**src/hw/rtl/erdo_pkg.sv**
```systemverilog
// Shared constants for the drop-oldest event ring.
package erdo_pkg;

	// default ring size
	localparam int DEPTH_DEF = 32;

	// item field widths
	localparam int LEN_W   = 6;
	localparam int SEC_W   = 32;
	localparam int USEC_W  = 20;
	localparam int TYPE_W  = 16;
	localparam int CODE_W  = 16;
	localparam int VALUE_W = 32;
	localparam int STAMP_W = SEC_W + USEC_W;
	localparam int EVENT_W = TYPE_W + CODE_W + VALUE_W;

	// action codes
	localparam logic ACT_PUSH = 1'b0;
	localparam logic ACT_POP  = 1'b1;

	// "messages were dropped" marker shown in place of the new head's event
	localparam logic [TYPE_W-1:0]  MARK_TYPE  = 16'h0000;
	localparam logic [CODE_W-1:0]  MARK_CODE  = 16'd3;
	localparam logic [VALUE_W-1:0] MARK_VALUE = 32'd1;

endpackage

```
**src/hw/rtl/event_ring_drop_oldest.sv**
```systemverilog
// Drop-oldest event ring: top level with stamp and event memories.
// An accepted item loads the memory read and the read stage; the output register takes the
// result from the read stage when the output is not stalled.
// Throughput: one item per cycle while results are taken; each item needs one pointer update
// and at most one memory access per store.
// A stalled output holds one result and one more item may wait in the read stage behind it.
// Reset clears pointers, count, drop mark and valid flags; the memories are not cleared and
// need no clearing pass, since only written entries are ever read.
module event_ring_drop_oldest #(
	parameter int DEPTH = erdo_pkg::DEPTH_DEF
) (
	input  logic                                clk,
	input  logic                                arst_n,
	// input channel
	input  logic                                in_valid,
	output logic                                in_stall,
	input  logic                                action,
	input  logic                                batch_first,
	input  logic [erdo_pkg::LEN_W-1:0]          batch_len,
	input  logic [erdo_pkg::SEC_W-1:0]          stamp_sec,
	input  logic [erdo_pkg::USEC_W-1:0]         stamp_usec,
	input  logic [erdo_pkg::TYPE_W-1:0]         event_type,
	input  logic [erdo_pkg::CODE_W-1:0]         event_code,
	input  logic signed [erdo_pkg::VALUE_W-1:0] event_value,
	// result channel
	output logic                                out_valid,
	input  logic                                out_stall,
	output logic                                popped_valid,
	output logic [erdo_pkg::SEC_W-1:0]          out_sec,
	output logic [erdo_pkg::USEC_W-1:0]         out_usec,
	output logic [erdo_pkg::TYPE_W-1:0]         out_type,
	output logic [erdo_pkg::CODE_W-1:0]         out_code,
	output logic signed [erdo_pkg::VALUE_W-1:0] out_value,
	output logic [erdo_pkg::LEN_W-1:0]          dropped_now,
	output logic [erdo_pkg::LEN_W-1:0]          occupancy
);
	import erdo_pkg::*;

	// AW: ring pointer, CNT_W: fill count (0..DEPTH), CW: count math, at least batch length width
	localparam int AW    = $clog2(DEPTH);
	localparam int CNT_W = $clog2(DEPTH + 1);
	localparam int CW    = (CNT_W > LEN_W) ? CNT_W : LEN_W;
	localparam int SW    = CW + 1;

	// Ring storage, one write port and one read port each.
	logic [STAMP_W-1:0] stamp_mem [DEPTH];
	logic [EVENT_W-1:0] event_mem [DEPTH];

	// Ring control state.
	logic [AW-1:0]    head_q, wr_q;
	logic [CNT_W-1:0] fill_q;
	// The drop marker only ever sits on the current head, so a single flag stands in for
	// rewriting that entry: set when a drop leaves entries behind, cleared by a pop or a drop that leaves none.
	logic             mark_q;

	// Read stage.
	logic               s1_valid_q;
	logic               pop_ok_s1;
	logic               mark_s1;
	logic [LEN_W-1:0]   drop_s1;
	logic [LEN_W-1:0]   occ_s1;
	logic [STAMP_W-1:0] rd_stamp_s1;
	logic [EVENT_W-1:0] rd_event_s1;

	logic acc;
	logic s1_adv;
	logic is_pop;
	logic pop_ok;

	logic [CW-1:0]    fill_c, blen_c, need_c, room_c, drop_c, kept_c, occ_c;
	logic [SW-1:0]    hsum_c;
	logic [AW-1:0]    head_inc_c, wr_inc_c, head_nx_c;
	logic [CNT_W-1:0] fill_nx_c;
	logic             mark_nx_c;

	assign s1_adv   = !out_valid || !out_stall;
	assign in_stall = s1_valid_q && !s1_adv;
	assign acc      = in_valid && !in_stall;
	assign is_pop   = (action == ACT_POP);
	assign pop_ok   = (fill_q != '0);

	always_comb begin
		fill_c = CW'(fill_q);
		blen_c = CW'(batch_len);

		// batch length: 0 counts as 1, above DEPTH counts as DEPTH
		need_c = CW'(1);
		if (batch_first) begin
			if (blen_c == '0) begin
				need_c = CW'(1);
			end else if (blen_c > CW'(DEPTH)) begin
				need_c = CW'(DEPTH);
			end else begin
				need_c = blen_c;
			end
		end

		// need never exceeds DEPTH, so the overflow never exceeds the fill
		room_c = CW'(DEPTH) - fill_c;
		drop_c = (need_c > room_c) ? (need_c - room_c) : '0;
		kept_c = fill_c - drop_c;

		// head advance by the drop count: sum stays below twice DEPTH
		hsum_c = SW'(head_q) + SW'(drop_c);
		if (hsum_c >= SW'(DEPTH)) begin
			hsum_c = hsum_c - SW'(DEPTH);
		end

		head_inc_c = (head_q == AW'(DEPTH - 1)) ? '0 : head_q + AW'(1);
		wr_inc_c   = (wr_q == AW'(DEPTH - 1)) ? '0 : wr_q + AW'(1);

		if (is_pop) begin
			if (pop_ok) begin
				head_nx_c = head_inc_c;
				fill_nx_c = fill_q - CNT_W'(1);
				mark_nx_c = 1'b0;
			end else begin
				head_nx_c = head_q;
				fill_nx_c = fill_q;
				mark_nx_c = mark_q;
			end
		end else begin
			head_nx_c = AW'(hsum_c);
			fill_nx_c = CNT_W'(kept_c) + CNT_W'(1);
			mark_nx_c = (drop_c != '0) ? (kept_c != '0) : mark_q;
		end
		occ_c = CW'(fill_nx_c);
	end

	// control registers
	always_ff @(posedge clk or negedge arst_n) begin
		if (!arst_n) begin
			head_q     <= '0;
			wr_q       <= '0;
			fill_q     <= '0;
			mark_q     <= 1'b0;
			s1_valid_q <= 1'b0;
			out_valid  <= 1'b0;
		end else begin
			if (acc) begin
				head_q <= head_nx_c;
				fill_q <= fill_nx_c;
				mark_q <= mark_nx_c;
				if (!is_pop) begin
					wr_q <= wr_inc_c;
				end
			end
			if (acc) begin
				s1_valid_q <= 1'b1;
			end else if (s1_adv) begin
				s1_valid_q <= 1'b0;
			end
			if (s1_adv) begin
				out_valid <= s1_valid_q;
			end
		end
	end

	// memories: push writes at the write pointer, pop reads the head
	always_ff @(posedge clk) begin
		if (acc && !is_pop) begin
			stamp_mem[wr_q] <= {stamp_sec, stamp_usec};
			event_mem[wr_q] <= {event_type, event_code, event_value};
		end
		if (acc && is_pop) begin
			rd_stamp_s1 <= stamp_mem[head_q];
			rd_event_s1 <= event_mem[head_q];
		end
	end

	// read stage payload
	always_ff @(posedge clk) begin
		if (acc) begin
			pop_ok_s1 <= is_pop && pop_ok;
			mark_s1   <= mark_q;
			drop_s1   <= is_pop ? '0 : LEN_W'(drop_c);
			occ_s1    <= LEN_W'(occ_c);
		end
	end

	// output register; pushes and empty pops show zero message fields
	always_ff @(posedge clk) begin
		if (s1_adv && s1_valid_q) begin
			popped_valid <= pop_ok_s1;
			dropped_now  <= drop_s1;
			occupancy    <= occ_s1;
			if (pop_ok_s1) begin
				out_sec  <= rd_stamp_s1[STAMP_W-1:USEC_W];
				out_usec <= rd_stamp_s1[USEC_W-1:0];
				if (mark_s1) begin
					out_type  <= MARK_TYPE;
					out_code  <= MARK_CODE;
					out_value <= MARK_VALUE;
				end else begin
					out_type  <= rd_event_s1[EVENT_W-1:CODE_W+VALUE_W];
					out_code  <= rd_event_s1[CODE_W+VALUE_W-1:VALUE_W];
					out_value <= rd_event_s1[VALUE_W-1:0];
				end
			end else begin
				out_sec   <= '0;
				out_usec  <= '0;
				out_type  <= '0;
				out_code  <= '0;
				out_value <= '0;
			end
		end
	end

	// fill never exceeds the ring size
	a_fill_range: assert property (@(posedge clk) disable iff (!arst_n)
		fill_q <= CNT_W'(DEPTH))
		else $error("fill count above ring size");

	// a drop mark implies a non-empty ring
	a_mark_nonempty: assert property (@(posedge clk) disable iff (!arst_n)
		mark_q |-> (fill_q != '0))
		else $error("drop mark on empty ring");

	// pointers coincide exactly when the ring is empty or full
	a_ptr_fill: assert property (@(posedge clk) disable iff (!arst_n)
		(head_q == wr_q) |-> (fill_q == '0 || fill_q == CNT_W'(DEPTH)))
		else $error("pointers equal with partial fill");

	// an accepted pop of a non-empty ring shrinks the fill by one
	a_pop_count: assert property (@(posedge clk) disable iff (!arst_n)
		(acc && is_pop && pop_ok) |=> (fill_q == $past(fill_q) - CNT_W'(1)))
		else $error("pop did not shrink fill");

endmodule

```
**config.mk**
```make
export PLATFORM = sky130hd
export DESIGN_NAME = event_ring_drop_oldest
export DESIGN_NICKNAME = d
export VERILOG_FILES = /design/src/hw/rtl/erdo_pkg.sv /design/src/hw/rtl/event_ring_drop_oldest.sv
export SDC_FILE = /design/constraint.sdc
export NUM_CORES = 2
export LEC_CHECK = 0
export ABC_AREA = 1
export BUFFER_PORTS_ARGS = -buffer_cell sky130_fd_sc_hd__buf_2
export CORE_UTILIZATION = 55
export DETAILED_ROUTE_END_ITERATION = 8
export PLACE_DENSITY_LB_ADDON = 0.08
export SLEW_MARGIN = 20
export SYNTH_ARGS = -nofsm -noshare
export SYNTH_HDL_FRONTEND = slang
export SYNTH_SLANG_ARGS = --single-unit
```
**constraint.sdc**
```tcl
create_clock -name clk -period 10.6 [get_ports clk]
set_input_delay 1.06 -clock clk [delete_from_list [all_inputs] [get_ports clk]]
set_output_delay 1.06 -clock clk [all_outputs]
set_load 0.01 [all_outputs]
```
### Word level (Yosys, flattened, before mapping)

Memory sizes are Yosys's and may differ from the RTL's. A register that Yosys moved wholly into a read port is not among the register bits.
Cells that the tools add are included.
Widths: inputs -> output; s select.

* add/sub/neg operators: 9
* order comparisons: 3
* equal/unequal tests: 3
* muxes and demuxes: 20
* bitwise operators: 2
* reduce and logical (&&, ||, !) cells: 22

Operators with widths (number)
* $mux 6: 6
* $mux 5: 5
* $reduce_bool 6->1: 3
* $sub 6x6->6: 2
* $add 5x1->5 const B: 2
* $eq 5x5->1 const B: 2
* $mux 1: 8
* $add 5x6->7: 1
* $ge 7x6->1 const B: 1
* $add 6x1->6 const B: 1
* $gt 6x6->1: 1
* $gt 6x6->1 const B: 1
* $logic_and 1x1->1: 6
* $logic_not 6->1: 1
* $sub 6x1->6 const B: 1
* $sub 6x6->6 const A: 1
* $logic_not 1->1: 5
* $sub 5x1->5 const B: 1
* $reduce_and 2->1: 2
* $reduce_bool 2->1: 2
* $reduce_and 3->1: 1
* $mux 2: 1
* $ne 2x1->1 const B: 1
* $not 1->1: 2
* other kinds (2): 2

* register bits: 162
* RAM bits: 3712
* input bits: 128
* output and inout bits: 131
* logic and storage cells: 81
* memories: 2

Memory list
* event_mem: depth 32, bits a word 64, read ports 1, clocked after memory_dff 1, wr ports 1, RTL line event_ring_drop_oldest.sv:47 `logic [EVENT_W-1:0] event_mem [DEPTH];`
* stamp_mem: depth 32, bits a word 52, read ports 1, clocked after memory_dff 1, wr ports 1, RTL line event_ring_drop_oldest.sv:46 `logic [STAMP_W-1:0] stamp_mem [DEPTH];`

### Depth between registers and ports, before layout

* depth in word-level cells: 10
* gate-level depth with buffers: 28
* gate-level depth less buffers: 28

### Worst setup path before layout

Ideal clock, no wire load.

* kind: input-to-reg
* from: input port out_stall
* to: register dropped_now[0] (netlist name) (enable)
* arrival: 7.290 ns
* data required time: 9.941 ns
* setup slack: 2.650 ns
* cell stages on the path: 1
* buffers on the path: 0
* cells stage by stage: a21oi_1

* longest elaborated chain between the ends: 3

Ends and longest elaborated chain
* from (decl): RTL line event_ring_drop_oldest.sv:27 `input logic out_stall,`
* $logic_not 1->1: RTL line event_ring_drop_oldest.sv:76 `assign s1_adv = !out_valid || !out_stall;`
* $logic_or 1x1->1: RTL line event_ring_drop_oldest.sv:76
* $logic_and 1x1->1: RTL line event_ring_drop_oldest.sv:183 `if (s1_adv && s1_valid_q) begin`
* to (signal assigned): RTL line event_ring_drop_oldest.sv:185 `dropped_now <= drop_s1;`
* to (decl): RTL line event_ring_drop_oldest.sv:34 `output logic [erdo_pkg::LEN_W-1:0] dropped_now,`

Every way passes these cells.
A chain may end at the register's enable or synchronous reset.

==> out/qor.yml <==
status: "finished, final reports clean"
area_delta_synth_final_pct: 10.91
yosysMostFrequentCell: "edfxtp_1"
start_util: 0.5554
yosysWarnings: 0
internal_power_mw: 28.94
fillers: 20784
fmax_ghz: 0.1879
total_power_mw: 44.10
seqPwrFrac: 0.417
grt-ovfl-total: 0
peakVddDrop_v: 0.0004711
portBuffers: 258
ys_seq_elements: 3990
cp_common_cell: "buf_4"
worstSetupEndpointType: "flip-flop"
critPathBufInv: 4
placed_cells: 14502
ios: 259
tritoncts: "yes"
synth_top_area_share: 0.7738
slew_viol_final: 0
avgViaCountPerCell: 6.364
cts_buffers: 400
crit_path_top_delay_cell: "dfrtp_4"
whs_ps: 146.3
syn_area_per_cell_um2: 13.83
fin_cells: 15246
clockPowerShare: 0.306
netlist-cell-type-count: 38
tns_ps: 0
grt_pass1_wl_um: 631600
cts_resized: 0
grt_pass1_vias: 92536
worstSetupPathType: "reg -> reg"
drt_pass1_iterations: 6
antenna_found_initial: 42
clock-root-buffer: "clkbuf_16"
skew_ps: 37.54
hold_violations: 0
postRouteAntennaNets: 0
dp_hpwl_um: 212500
ys_top_cells_by_count: "3971 x edfxtp_1, 2146 x nor2_1, 1880 x o21ai_0"
fp.dieW_um: 531.3
rsz0062_at_grt: "no"
synth_area_leaders: "edfxtp_1 77%, o21ai_0 6.1%, nor2_1 5.2%"
synth_area_leader_cell: "edfxtp_1"
wl_um: 435600
hold_buffers: 0
die-area_um2: 282300
switchingPower_mw: 15.17
cpPeakStageDelay_ps: 840
cts_max_level: 5
setup-violations-final: 0
critPathLaunchType: "flip-flop"
maxCapViolations: 0
synth-edff-count: 3971
syn_inst: 11144
swShare: 0.3439
min_period_ps: 5321
drive_gt1_frac: 0.09101
ys_async_sr_fraction: 0.004762
path_delay_family: "buffers and inverters"
drc: 0
synth_area_um2: 154100
insertion_delay_ps: 960
dr.first_iter.drc_count: 12440
die_y_um: 531.3
cts.sinks: 3990
place_congestion: 0.8321
max_slew_margin: 0.1080
fin_nets: 11358
drt-wirelength-per-cell_um: 28.57
hp-class: "in -> async"
clockBufferDepth: 4
power.leakage_nw: 55.34
num_rows: 193
synth_nets: 11300
grt_usage: 0.3027
ys_seq_area_frac: 0.7769
coreArea_um2: 277500
vias: 97023
cp_max_fo: 77
crit_arrival_ps: 6100
clk_pin_slew_ps: 60
power_per_cell_area_nw_per_um2: 258.1
synth_ff_type: "edfxtp_1"
post-cts-setup-buffers: 0
tightestPinTransition_ps: 1338
power_frac_comb: 0.277
cp_cell_sequence: "buf_4, buf_4, buf_4, buf_4, o21ai_0, o22ai_1, nand2_1, nand3_1, a31oi_1, a31oi_1"
final.period_utilization: 0.5020
critical_path_required_ps: 11380
grt_max_degree: 224
path summary, 6_finish.rpt:
check | start | to | slack, ps | cells past startpoint
min in group clk | out_stall | out_valid | 410 | 3
hold / removal | arst_n | fill_c[3] | 150 | 1
setup / recovery | head_q[1] | rd_stamp_s1[3] | 5280 | 10
setup reg to reg | head_q[1] | rd_stamp_s1[3] | 5280 | 10
hold reg to reg | drop_s1[5] | dropped_now[5] | 420 | 0
max in group asynchronous | arst_n | head_q[2] | 9950 | 1
power groups by stage:
stage	sequential (mW)	combinational (mW)	clock, mW
finish	18.4	12.2	13.5
global route	18.4	13.3	14.2
CTS	18.4	12.1	13.6
detailed placement	18.7	12.0	0
global placement	18.7	11.8	0
floorplan	18.7	8.06	0
through the flow:
step,setup slack [ps],instance area (um2),util
floorplan,2650,154100,-
global placement,4611,158400,0.5708
detailed placement,4552,158500,0.5711
CTS,5314,170800,0.6156
global route,5199,170900,0.6159
finish,5279,170900,0.6160
sequential cells by signal, indices dropped and copies added (netlist names), 5 cells and up:
| register | flops |
|---|---|
| out_type | 16 |
| occupancy | 6 |
| out_sec | 32 |
| fill_c | 6 |
| rd_stamp_s1 | 52 |
| drop_s1 | 6 |
| occ_s1 | 6 |
| event_mem | 2048 |
| stamp_mem | 1664 |
| rd_event_s1 | 64 |
| out_usec | 20 |
| head_q | 5 |
| out_code | 16 |
| wr_q | 5 |
| out_value | 32 |
| dropped_now | 6 |
logic make-up (layout without fill, tap and decap cells):
group | count (synthesis) | count (layout) | share of synthesized area
buffers and inverters | 997 | 1379 | 0.02796
adder cells (fa/ha/maj) | 28 | 28 | 0.002420
other | 0 | 15 | 0
AO/OA/AOI/OAI | 3192 | 3192 | 0.1183
AND/OR/NAND/NOR | 2926 | 2926 | 0.07377
flip-flops | 3990 | 3990 | 0.7769
XOR/XNOR | 11 | 11 | 0.0006253
cells in the final DEF (no fill, tap or decap), types with 12 or more instances in the layout:
| cell type | netlist | routed |
|---|---|---|
| edfxtp_1 | 3971 | 3971 |
| nor2_1 | 2146 | 2111 |
| o21ai_0 | 1880 | 1880 |
| o22ai_1 | 620 | 620 |
| nand2_1 | 514 | 514 |
| clkbuf_16 | 0 | 406 |
| o221ai_1 | 274 | 274 |
| buf_2 | 198 | 258 |
| inv_1 | 203 | 203 |
| nand3_1 | 181 | 181 |
| buf_4 | 39 | 161 |
| a21oi_1 | 124 | 123 |
| a31oi_1 | 115 | 115 |
| clkinv_1 | 1 | 97 |
| clkinv_2 | 0 | 87 |
| clkbuf_1 | 498 | 77 |
| o21ai_1 | 74 | 74 |
| o211ai_1 | 60 | 60 |
| nor3_1 | 45 | 45 |
| nor2_4 | 0 | 34 |
| ha_1 | 25 | 25 |
| nand4_1 | 23 | 23 |
| bufinv_16 | 0 | 21 |
| a32oi_1 | 20 | 20 |
| buf_12 | 0 | 19 |
| diode_2 | 0 | 15 |
| dfrtp_1 | 19 | 15 |
| inv_6 | 0 | 12 |
worst reg2reg max path: stages, from the launching register on:
cell	delay, ps
dfrtp_4	840
buf_4	760
buf_4	800
buf_4	920
buf_4	780
o21ai_0	270
o22ai_1	190
nand2_1	70
nand3_1	140
a31oi_1	120
a31oi_1	280
final cells by class:
class / count / area (um2) / area share
Sequential cell: 3990 / 119700 / 0.7006
Multi-Input combinational cell: 6157 / 30340 / 0.1775
Clock inverter: 236 / 1794 / 0.01050
Timing Repair Buffer: 443 / 2985 / 0.01747
Clock buffer: 490 / 10550 / 0.06170
Inverter: 210 / 833.3 / 0.004876
Antenna cell: 15 / 37.54 / 0.0002196
Tap cell: 3705 / 4636 / 0.02712
layer usage:
layer | global-route usage | share of wire | up-vias
met3 | 0.04963 | 0.095 | 769
met4 | 0.08896 | 0.030 | 20
met1 | 0.4390 | 0.41 | 49237
li1 | - | - | 42006
met2 | 0.4754 | 0.47 | 4991
met5 | 0 | 0.00031 | -
Power figures use the tool's default switching activity.
